===== config.mk =====
export PLATFORM = sky130hd
export DESIGN_NAME = fasta_validating_sentinel_packer
export DESIGN_NICKNAME = d
export VERILOG_FILES = /design/src/hw/rtl/fvsp_pkg.sv /design/src/hw/rtl/fasta_validating_sentinel_packer.sv
export SDC_FILE = /design/constraint.sdc
export NUM_CORES = 1
export LEC_CHECK = 0
export ABC_AREA = 1
export ABC_CLOCK_PERIOD_IN_PS = 4070
export BUFFER_PORTS_ARGS = -buffer_cell sky130_fd_sc_hd__buf_2
export CORE_MARGIN = 2
export CORE_UTILIZATION = 25
export DETAILED_ROUTE_END_ITERATION = 7
export GPL_ROUTABILITY_DRIVEN = 0
export PLACE_DENSITY_LB_ADDON = 0.3
export SYNTH_ARGS = -nofsm -noshare
export SYNTH_HDL_FRONTEND = slang
export SYNTH_SLANG_ARGS = --single-unit

===== constraint.sdc =====
create_clock -name i_clk -period 4.07 [get_ports i_clk]
set_input_delay 0.814 -clock i_clk [delete_from_list [all_inputs] [get_ports i_clk]]
set_output_delay 0.814 -clock i_clk [all_outputs]
set_load 0.02 [all_outputs]

===== src/hw/rtl/fvsp_pkg.sv =====
// ---------------------------------------------------------------------------
// FASTA sentinel packer package
// Shared types, codes and character classes for the FASTA sentinel packer.
// ---------------------------------------------------------------------------
package fvsp_pkg;

    typedef enum logic [2:0] {
        PH_START = 3'd0,
        PH_PRE   = 3'd1,
        PH_ID    = 3'd2,
        PH_REST  = 3'd3,
        PH_SEQ   = 3'd4
    } t_phase;

    typedef enum logic [2:0] {
        KIND_RESIDUE  = 3'd0,
        KIND_SENTINEL = 3'd1,
        KIND_ID       = 3'd2,
        KIND_RECORD   = 3'd3,
        KIND_DONE     = 3'd4,
        KIND_ERROR    = 3'd5
    } t_kind;

    typedef enum logic [1:0] {
        ERR_INVALID_CHAR = 2'd0,
        ERR_EMPTY_HEADER = 2'd1,
        ERR_TOO_MANY     = 2'd2,
        ERR_NONE_FOUND   = 2'd3
    } t_err;

    typedef enum logic {
        REQ_TEXT = 1'b0,
        REQ_EOF  = 1'b1
    } t_req;

    typedef struct packed {
        t_kind       kind;
        logic [7:0]  out_byte;
        logic [7:0]  record_index;
        logic [31:0] record_start;
        logic [31:0] record_length;
        t_err        error_code;
        logic        last;
    } t_result;

    localparam logic [7:0] NUC_LIMIT = 8'd251;
    localparam logic [7:0] AA_LIMIT  = 8'd235;
    localparam logic [7:0] CH_NL     = 8'd10;
    localparam logic [7:0] CH_GT     = 8'd62;
    localparam logic [7:0] CH_A      = 8'd65;
    localparam logic [7:0] CH_C      = 8'd67;
    localparam logic [7:0] CH_G      = 8'd71;
    localparam logic [7:0] CH_T      = 8'd84;
    localparam logic [7:0] CASE_GAP  = 8'd32;

    function automatic logic is_ws(input logic [7:0] b);
        logic r;
        r = (b == 8'd32) || (b >= 8'd9 && b <= 8'd13);
        return r;
    endfunction

    function automatic logic is_nuc(input logic [7:0] b);
        logic r;
        r = (b == CH_A) || (b == CH_C) || (b == CH_G) || (b == CH_T);
        return r;
    endfunction

    // Amino acid letters: A, C..I, K..N, P..T, V, W, Y.
    function automatic logic is_aa(input logic [7:0] b);
        logic r;
        r = (b == 8'd65) || (b >= 8'd67 && b <= 8'd73) || (b >= 8'd75 && b <= 8'd78)
            || (b >= 8'd80 && b <= 8'd84) || (b == 8'd86) || (b == 8'd87)
            || (b == 8'd89);
        return r;
    endfunction

    function automatic logic is_letter(input logic mode, input logic [7:0] b);
        logic r;
        r = mode ? is_aa(b) : is_nuc(b);
        return r;
    endfunction

    // Index plus one, moved past any run of alphabet letters.
    function automatic logic [7:0] sentinel(input logic mode, input logic [7:0] idx);
        logic [7:0] s;
        s = idx + 8'd1;
        if (mode) begin
            if (s == 8'd65) begin
                s = 8'd66;
            end else if (s >= 8'd67 && s <= 8'd73) begin
                s = 8'd74;
            end else if (s >= 8'd75 && s <= 8'd78) begin
                s = 8'd79;
            end else if (s >= 8'd80 && s <= 8'd84) begin
                s = 8'd85;
            end else if (s == 8'd86 || s == 8'd87) begin
                s = 8'd88;
            end else if (s == 8'd89) begin
                s = 8'd90;
            end
        end else if (is_nuc(s)) begin
            s = s + 8'd1;
        end
        return s;
    endfunction

endpackage


===== src/hw/rtl/fasta_validating_sentinel_packer.sv =====
// Each result is written into the result queue when its request is accepted and is offered
// from the queue head. Throughput: one request per cycle while the queue has room; a request
// gives up to two results, which leave the queue one at a time, so the sustained rate follows the result count.
// A four-entry result queue decouples the sides; requests are taken while two slots are free.
// Reset is synchronous and active low; it clears all parser state and sets mode 0.
// ---------------------------------------------------------------------------
// FASTA sentinel packer
// Parses FASTA text bytes, validates residues and emits IDs, residues,
// record descriptors, sentinels and status results.
// ---------------------------------------------------------------------------
module fasta_validating_sentinel_packer #(
    parameter int POS_WIDTH = 32
) (
    input  logic        i_clk,
    input  logic        i_rst_n,
    input  logic        i_cfg_valid,
    output logic        o_cfg_ready,
    input  logic        i_cfg_alphabet_mode,
    input  logic        i_in_valid,
    output logic        o_in_ready,
    input  logic        i_req_type,
    input  logic [7:0]  i_in_byte,
    output logic        o_out_valid,
    input  logic        i_out_ready,
    output logic [2:0]  o_kind,
    output logic [7:0]  o_out_byte,
    output logic [7:0]  o_record_index,
    output logic [31:0] o_record_start,
    output logic [31:0] o_record_length,
    output logic [1:0]  o_error_code,
    output logic        o_last
);

    localparam logic [POS_WIDTH-1:0] POS_MAX = {POS_WIDTH{1'b1}};
    localparam logic [POS_WIDTH-1:0] POS_ONE = {{(POS_WIDTH-1){1'b0}}, 1'b1};

    logic                  r_mode;
    fvsp_pkg::t_phase      r_phase, n_phase;
    logic                  r_open, n_open;
    logic [POS_WIDTH-1:0]  r_res_cnt, n_res_cnt;
    logic [POS_WIDTH-1:0]  r_origin, n_origin;
    logic [POS_WIDTH-1:0]  r_out_pos, n_out_pos;
    logic [7:0]            r_rdone, n_rdone;
    logic                  r_err, n_err;

    fvsp_pkg::t_result     r_fifo [4];
    logic [1:0]            r_wr_ptr, r_rd_ptr;
    logic [2:0]            r_count, n_count;

    fvsp_pkg::t_result     res0, res1;
    logic [1:0]            res_n;
    logic                  in_acc, out_acc;
    logic                  rec_closing, hdr_ovf, is_eof;
    logic [7:0]            upc, rd_inc, rd_eof, limit;
    logic [POS_WIDTH-1:0]  pos_inc;
    logic [POS_WIDTH+31:0] origin_ext, cnt_ext;
    fvsp_pkg::t_result     head;

    assign o_cfg_ready = 1'b1;
    assign in_acc      = i_in_valid && o_in_ready;
    assign out_acc     = o_out_valid && i_out_ready;
    assign o_in_ready  = (r_count <= 3'd2);
    assign o_out_valid = (r_count != 3'd0);
    assign is_eof      = (i_req_type == fvsp_pkg::REQ_EOF);

    assign limit       = r_mode ? fvsp_pkg::AA_LIMIT : fvsp_pkg::NUC_LIMIT;
    assign rec_closing = r_open && (r_res_cnt != '0);
    assign hdr_ovf     = rec_closing && (r_rdone >= limit);
    assign rd_inc      = (r_rdone != 8'hFF) ? r_rdone + 8'd1 : r_rdone;
    assign pos_inc     = (r_out_pos != POS_MAX) ? r_out_pos + POS_ONE : r_out_pos;
    assign upc         = (i_in_byte >= 8'd97 && i_in_byte <= 8'd122)
                         ? i_in_byte - fvsp_pkg::CASE_GAP : i_in_byte;
    assign origin_ext  = {32'd0, r_origin};
    assign cnt_ext     = {32'd0, r_res_cnt};

    always_comb begin
        n_phase = r_phase;
        if (is_eof) begin
            n_phase = fvsp_pkg::PH_START;
        end else if (!r_err) begin
            case (r_phase)
                fvsp_pkg::PH_START: begin
                    if (i_in_byte == fvsp_pkg::CH_GT) begin
                        if (!hdr_ovf) begin
                            n_phase = fvsp_pkg::PH_PRE;
                        end
                    end else if (i_in_byte != fvsp_pkg::CH_NL) begin
                        n_phase = fvsp_pkg::PH_SEQ;
                    end
                end
                fvsp_pkg::PH_PRE: begin
                    if (!fvsp_pkg::is_ws(i_in_byte)) begin
                        n_phase = fvsp_pkg::PH_ID;
                    end
                end
                fvsp_pkg::PH_ID: begin
                    if (i_in_byte == fvsp_pkg::CH_NL) begin
                        n_phase = fvsp_pkg::PH_START;
                    end else if (fvsp_pkg::is_ws(i_in_byte)) begin
                        n_phase = fvsp_pkg::PH_REST;
                    end
                end
                fvsp_pkg::PH_REST, fvsp_pkg::PH_SEQ: begin
                    if (i_in_byte == fvsp_pkg::CH_NL) begin
                        n_phase = fvsp_pkg::PH_START;
                    end
                end
                default: begin
                    n_phase = fvsp_pkg::PH_START;
                end
            endcase
        end
    end

    always_comb begin
        res0      = '0;
        res1      = '0;
        res_n     = 2'd0;
        n_open    = r_open;
        n_res_cnt = r_res_cnt;
        n_origin  = r_origin;
        n_out_pos = r_out_pos;
        n_rdone   = r_rdone;
        n_err     = r_err;
        rd_eof    = rec_closing ? rd_inc : r_rdone;
        if (is_eof) begin
            if (!r_err) begin
                if (r_phase == fvsp_pkg::PH_PRE) begin
                    res0.kind       = fvsp_pkg::KIND_ERROR;
                    res0.error_code = fvsp_pkg::ERR_EMPTY_HEADER;
                    res_n           = 2'd1;
                end else begin
                    res1.kind          = (rd_eof == 8'd0) ? fvsp_pkg::KIND_ERROR
                                                          : fvsp_pkg::KIND_DONE;
                    res1.error_code    = (rd_eof == 8'd0) ? fvsp_pkg::ERR_NONE_FOUND
                                                          : fvsp_pkg::ERR_INVALID_CHAR;
                    res1.record_length = (rd_eof == 8'd0) ? 32'd0 : {24'd0, rd_eof};
                    if (rec_closing) begin
                        res0.kind          = fvsp_pkg::KIND_RECORD;
                        res0.record_index  = r_rdone;
                        res0.record_start  = origin_ext[31:0];
                        res0.record_length = cnt_ext[31:0];
                        res_n              = 2'd2;
                    end else begin
                        res0  = res1;
                        res_n = 2'd1;
                    end
                end
            end
            n_open    = 1'b0;
            n_res_cnt = '0;
            n_origin  = '0;
            n_out_pos = '0;
            n_rdone   = 8'd0;
            n_err     = 1'b0;
        end else if (!r_err) begin
            case (r_phase)
                fvsp_pkg::PH_START, fvsp_pkg::PH_SEQ: begin
                    if (i_in_byte == fvsp_pkg::CH_NL) begin
                        res_n = 2'd0;
                    end else if (i_in_byte == fvsp_pkg::CH_GT
                                 && r_phase == fvsp_pkg::PH_START) begin
                        if (rec_closing) begin
                            res0.kind          = fvsp_pkg::KIND_RECORD;
                            res0.record_index  = r_rdone;
                            res0.record_start  = origin_ext[31:0];
                            res0.record_length = cnt_ext[31:0];
                            res_n              = 2'd2;
                            n_rdone            = rd_inc;
                            if (hdr_ovf) begin
                                res1.kind       = fvsp_pkg::KIND_ERROR;
                                res1.error_code = fvsp_pkg::ERR_TOO_MANY;
                                n_err           = 1'b1;
                            end else begin
                                res1.kind         = fvsp_pkg::KIND_SENTINEL;
                                res1.out_byte     = fvsp_pkg::sentinel(r_mode, r_rdone);
                                res1.record_index = r_rdone;
                                n_out_pos         = pos_inc;
                                n_origin          = pos_inc;
                                n_res_cnt         = '0;
                            end
                        end else begin
                            n_origin  = r_out_pos;
                            n_res_cnt = '0;
                        end
                    end else if (!fvsp_pkg::is_ws(i_in_byte) && r_open) begin
                        res_n = 2'd1;
                        if (!fvsp_pkg::is_letter(r_mode, upc)) begin
                            res0.kind       = fvsp_pkg::KIND_ERROR;
                            res0.error_code = fvsp_pkg::ERR_INVALID_CHAR;
                            n_err           = 1'b1;
                        end else begin
                            res0.kind     = fvsp_pkg::KIND_RESIDUE;
                            res0.out_byte = upc;
                            n_out_pos     = pos_inc;
                            n_res_cnt     = (r_res_cnt != POS_MAX) ? r_res_cnt + POS_ONE
                                                                   : r_res_cnt;
                        end
                    end
                end
                fvsp_pkg::PH_PRE: begin
                    if (i_in_byte == fvsp_pkg::CH_NL) begin
                        res0.kind       = fvsp_pkg::KIND_ERROR;
                        res0.error_code = fvsp_pkg::ERR_EMPTY_HEADER;
                        res_n           = 2'd1;
                        n_err           = 1'b1;
                    end else if (!fvsp_pkg::is_ws(i_in_byte)) begin
                        res0.kind     = fvsp_pkg::KIND_ID;
                        res0.out_byte = i_in_byte;
                        res_n         = 2'd1;
                        n_open        = 1'b1;
                    end
                end
                fvsp_pkg::PH_ID: begin
                    if (!fvsp_pkg::is_ws(i_in_byte)) begin
                        res0.kind     = fvsp_pkg::KIND_ID;
                        res0.out_byte = i_in_byte;
                        res_n         = 2'd1;
                    end
                end
                default: begin
                    res_n = 2'd0;
                end
            endcase
        end
        if (res_n == 2'd1) begin
            res0.last = 1'b1;
        end else if (res_n == 2'd2) begin
            res1.last = 1'b1;
        end
    end

    always_comb begin
        n_count = r_count;
        if (in_acc) begin
            n_count = n_count + {1'b0, res_n};
        end
        if (out_acc) begin
            n_count = n_count - 3'd1;
        end
    end

    always_ff @(posedge i_clk) begin
        if (!i_rst_n) begin
            r_mode    <= 1'b0;
            r_phase   <= fvsp_pkg::PH_START;
            r_open    <= 1'b0;
            r_res_cnt <= '0;
            r_origin  <= '0;
            r_out_pos <= '0;
            r_rdone   <= 8'd0;
            r_err     <= 1'b0;
            r_wr_ptr  <= 2'd0;
            r_rd_ptr  <= 2'd0;
            r_count   <= 3'd0;
        end else begin
            if (i_cfg_valid && o_cfg_ready) begin
                r_mode <= i_cfg_alphabet_mode;
            end
            if (in_acc) begin
                r_phase   <= n_phase;
                r_open    <= n_open;
                r_res_cnt <= n_res_cnt;
                r_origin  <= n_origin;
                r_out_pos <= n_out_pos;
                r_rdone   <= n_rdone;
                r_err     <= n_err;
                r_wr_ptr  <= r_wr_ptr + res_n;
            end
            if (out_acc) begin
                r_rd_ptr <= r_rd_ptr + 2'd1;
            end
            r_count <= n_count;
        end
    end

    always_ff @(posedge i_clk) begin
        if (in_acc && res_n != 2'd0) begin
            r_fifo[r_wr_ptr] <= res0;
        end
        if (in_acc && res_n == 2'd2) begin
            r_fifo[r_wr_ptr + 2'd1] <= res1;
        end
    end

    assign head            = r_fifo[r_rd_ptr];
    assign o_kind          = head.kind;
    assign o_out_byte      = head.out_byte;
    assign o_record_index  = head.record_index;
    assign o_record_start  = head.record_start;
    assign o_record_length = head.record_length;
    assign o_error_code    = head.error_code;
    assign o_last          = head.last;

    a_count_range: assert property (@(posedge i_clk) disable iff (!i_rst_n)
        r_count <= 3'd4)
        else $error("Result queue count out of range.");

    a_ptr_match: assert property (@(posedge i_clk) disable iff (!i_rst_n)
        (r_wr_ptr - r_rd_ptr) == r_count[1:0])
        else $error("Result queue pointers disagree with the count.");

    a_eof_clears: assert property (@(posedge i_clk) disable iff (!i_rst_n)
        in_acc && is_eof |=> r_rdone == 8'd0 && !r_err && !r_open
                             && r_phase == fvsp_pkg::PH_START)
        else $error("End of file did not clear the parser state.");

    a_error_silent: assert property (@(posedge i_clk) disable iff (!i_rst_n)
        in_acc && r_err |-> res_n == 2'd0)
        else $error("Results produced after an error.");

    a_last_mark: assert property (@(posedge i_clk) disable iff (!i_rst_n)
        in_acc && res_n == 2'd2 |-> !res0.last && res1.last)
        else $error("Last flag misplaced on a two-result request.");

endmodule


# After elaboration in Yosys (flattened, before gate mapping)
# Memory sizes are Yosys's and may differ from the RTL's. A register that Yosys moved wholly into a read port is not among the register bits.
# Cells that the tools add are included.
[word_totals] ff_bits=117 mem_bits_rw=344 inputBits=15 out_inout_bits=89 word_cells=272 n_memories=1
[mem_list] name="r_fifo" depth=4 width=86 read_ports=1 rd_clocked_by_memory_dff=1 wr=2 line="fasta_validating_sentinel_packer.sv:46" rtl="fvsp_pkg::t_result r_fifo [4];"
[op_classes] addsub=10 magnitude_cmp=18 eq_ne=39 muxes=143 reduce_logical=50
[op_table] operator="$mux 32" count=27
[op_table] operator="$mux 72" count=5
[op_table] operator="$mux 85" count=3
[op_table] operator="$mux 8" count=20
[op_table] operator="$eq 8x7->1 const B" count=14
[op_table] operator="$mux 19" count=5
[op_table] operator="$mux 86" count=1
[op_table] operator="$add 32x1->32 const B" count=2
[op_table] operator="$ne 32x32->1 const B" count=2
[op_table] operator="$mux 3" count=21
[op_table] operator="$ge 8x7->1 const B" count=7
[op_table] operator="$le 8x7->1 const B" count=7
[op_table] operator="$mux 2" count=21
[op_table] operator="$pmux 11 s3" count=1
[op_table] operator="$mux 16" count=2
[op_table] operator="$reduce_bool 32->1" count=1
[op_table] operator="$mux 10" count=3
[op_table] operator="$mux 1" count=28
[op_table] operator="$add 8x1->8 const B" count=2
[op_table] operator="$eq 8x6->1 const B" count=2
[op_table] operator="$logic_and 1x1->1" count=16
[op_table] operator="$ne 4x4->1 const B" count=4
[op_table] operator="$reduce_and 8->1" count=2
[op_table] operator="$ne 3x3->1 const B" count=5
[op_table] operator="other kinds (34)" count=59

# Logic depth before layout (Yosys ltp)
[logic_depth] word_depth=19 mapped_depth=21 depth_no_buf=21

# Least setup slack after synthesis
# Ideal clock, no wire load.
[synth_path] path_kind="input to register" startpoint="input port i_in_byte[1]" endpoint="memory r_fifo[1][0] (netlist bit), enable pin" arrival_time_ns=3.068 t_required_ns=3.684 slack_ns=0.615 path_stages=13 n_path_buf=3 cell_sequence="buf_2 nand2_2 nor4_4 nand2_2 nor2_2 nand3_2 nand2_2 nand2_2 inv_2 nand2_1 buf_2 buf_2 nand2_1"
[synth_lines] item="start: declaration" line="fasta_validating_sentinel_packer.sv:22" rtl="input logic [7:0] i_in_byte,"
[synth_lines] item="end: declaration" line="fasta_validating_sentinel_packer.sv:46"

==> metrics.csv <==
stage,metric,value,unit
run_status,status,completed,
worst_setup_path,WS Path Type,reg2out,
global_routing,GRT overflow,0,
synthesis,Synth Area in Compound Gates,24.5,%
worst_setup_path,Critical path destination,o_kind[2],
placed_design,DP HPWL,53500,um
drt,via-per-instance ratio,5.02,
sta,Final Setup Violations,0,
synthesis,Synth Area in Adders,0.780,%
global_routing,largest net degree at the start of global routing,123,
synthesis,Post-synth ARST share,0,%
clocking,"Reg clk slew, reported paths",0.06,ns
drt,1st-iter DRT viols,2325,
synthesis,post-synthesis simple-gate area fraction,20.4,%
synthesis,synthesized net count,3150,
worst_setup_path,RR Endpoint,r_fifo[3][77],
job,Max-Cap Viols,0,
worst_setup_path,Max Fanout on Critical Path,67,
synthesis,Synth Instances,3121,
die,Die X,310,um
sta,final hold viol count,0,
synthesis,Post-synth top cells,"nand2_1, o21ai_0, nor2_1",
cells_and_area,Non-Filler Instances,4415,
power_and_ir_drop,VDD IR max,0.000317,V
drt,met1 wire length,37800,um
sta,Slew @ Worst Pin,0.961,ns
global_routing,GRT Total Usage,16.8,%
synthesis,Area contributors post-synth,"dfxtp_1, edfxtp_1, o21ai_0",
worst_setup_path,Worst R2R Path Depth,16,
placed_design,Inst Count DP,4324,
sta,setup TNS,0,ns
synthesis,largest family of logic cells by synthesized area,compound AO/OA/AOI/OAI gates,
clocking,CTS Buffer Depth,3,
die,Top Ports,104,
die,Die ar.,96100,um2
synthesis,cell taking the most area after synthesis,dfxtp_1,
drt,vias,22200,
drt,routed wire length,82600,um
worst_setup_path,CP Capture Type,output pin,
die,row cnt,112,
die,die span in y,310,um
synthesis,sequential share of the synthesized area,44.5,%
die,Starting Density,25.2,%
power_and_ir_drop,LEAKAGE,9.66,nW
synthesis,Post-synth EDFFs,116,
cells_and_area,Area Growth Syn to Fin,14.2,%
drt,drc violations,0,
cells_and_area,final net count,3151,
sta,worst setup margin,0.383,ns
global_routing,vias in the first global route,20900,
worst_setup_path,Crit path required time,3.26,ns
clocking,Post CTS Setup Buffer Count,0,
sta,Final Critical Period,3.69,ns
die,Core ar.,93000,um2
cells_and_area,final non-filler cell area,26700,um2
clocking,CTS tree,yes,
synthesis,synth unique cells,47,
clocking,clk sink count,463,
synthesis,XOR/XNOR Fraction of Synth Area,2.09,%
drt,DR top layer,met4,
sta,clk_skew,0.0230,ns
power_and_ir_drop,power per cell area,636,nW/um2
drt,met3 wire length,4550,um
clocking,post_cts resized,0,
worst_setup_path,Critical Path Start Type,flop,
clocking,H-Tree Depth,2,
clocking,clock root buffer,clkbuf_16,
synthesis,Yosys Warn Count,0,
worst_setup_path,worst r2r src,r_rdone[1],
global_routing,initial antenna violation count,1,
drt,DR WL/cell,18.7,um
sta,Worst slew margin,35.3,%
cells_and_area,n_diodes,0,
cells_and_area,Final Core Density,28.7,%
synthesis,post-synth top area share,29.7,%
global_routing,global-route wire length before repair,127000,um
clocking,worst skew pair latency,0.62,ns
synthesis,dominant synthesized flop cell,dfxtp_1,
drt,Final ANT Viol Nets,0,
worst_setup_path,R2R Setup Slk,0.51,ns
hold_path,Hold WC Path Type,reg2reg,
sta,Achievable Freq,0.271,GHz
synthesis,fraction of synthesized area in multiplexers,0,%
sta,RSZ-0062 raised after global routing,no,
synthesis,"Cell Area, Synth",23400,um2
sta,"Period Utilization, post-route",90.6,%
placed_design,port bufs,102,
synthesis,mean area per synthesized cell,7.50,um2
clocking,TritonCTS Buffers,50,
cells_and_area,layout cells sized above 1,10.9,%
clocking,Hold Buf Count CTS,0,
drt,first-pass iteration count of the detailed router,5,
placed_design,Post-DP Area,25200,um2
placed_design,DP Worst Slack,0.303,ns
drt,total length of routed met2 wires,38100,um
sta,Max Slew Vio Count,0,
synthesis,cell with the most instances after synthesis,nand2_1,
worst_setup_path,CP arrival,2.87,ns
synthesis,"flops & latches, synth",463,
## cell type report
cell class | count | area, um2
Tap cell | 1254 | 1570
Clock buffer | 66 | 1340
Timing Repair Buffer | 173 | 1210
Inverter | 200 | 762
Fill cell | 10200 | 66300
Multi-Input combinational cell | 2234 | 11200
Clock inverter | 25 | 201
Sequential cell | 463 | 10400
## power breakdown
group / total, W / switching, W / internal [W]
Clock: 0.00443 / 0.00197 / 0.00245
Sequential: 0.00673 / 0.000670 / 0.00606
Combinational: 0.00586 / 0.00393 / 0.00193
Total: 0.0170 / 0.00657 / 0.0104
## critical path: stages (launching register included)
cell and delay, ns:
dfxtp_4 0.68, buf_4 0.68, o21ai_0 0.20, o22ai_1 0.38, buf_2 0.26
## kinds of logic after synthesis
| family | count (synthesis) |
|---|---|
| and+or+nand+nor | 1121 |
| AOI/OAI and AO/OA | 1042 |
| DFF | 463 |
| buffers and inverters | 424 |
| xor gates and xnor gates | 56 |
| adders and majority gates | 14 |
| other | 1 |
## flip-flops by register name, indices dropped and copies added, names as in the netlist, named ones only
| name | flops |
|---|---|
| r_count | 3 |
| r_err | 1 |
| r_fifo | 344 |
| r_mode | 1 |
| r_open | 1 |
| r_origin | 32 |
| r_out_pos | 32 |
| r_phase | 3 |
| r_rd_ptr | 2 |
| r_rdone | 8 |
| r_res_cnt | 32 |
| r_wr_ptr | 2 |
## cells in the final DEF (no fill, tap or decap), drive strengths merged, types with 15 or more instances in the layout
master and count:
a211oi 30, a21oi 324, a22oi 15, buf 173, clkbuf 66, clkinv 27, dfxtp 347, edfxtp 116
inv 193, nand2 487, nand3 76, nand4 54, nor2 393, nor3 81, nor4 25, o211ai 16
o21ai 501, o22ai 148, xor2 49
## per-layer routing
layer | global-route usage [%] | vias up
met1 | 23.3 | 10600
met2 | 27.4 | 694
met5 | 0 | -
met3 | 2.04 | 114
li1 | - | 10800
met4 | 4.88 | 0
## how the worst min path moves through the flow
stage / from / end / cells after the start
floorplan: r_rd_ptr[1] / flop / 2
global placement: r_rd_ptr[1] / flop / 2
detailed placement: r_origin[23] / r_origin[23] / 2
CTS: i_cfg_alphabet_mode / r_mode / 3
global route: r_origin[30] / r_origin[30] / 2
finish: r_origin[9] / r_origin[9] / 2
## through the flow
| step | total power, W | hold slack [ns] |
|---|---|---|
| 6_report | 0.0170 | 0.463 |
| 5_1_grt | 0.0181 | 0.484 |
| 4_1_cts | 0.0172 | 0.438 |
| 3_5_place_dp | 0.0127 | 0.458 |
| 3_3_place_gp | 0.0126 | 0.450 |
| 2_1_floorplan | 0.0107 | 0.436 |
No activity file was read; power rests on OpenSTA's default activity.
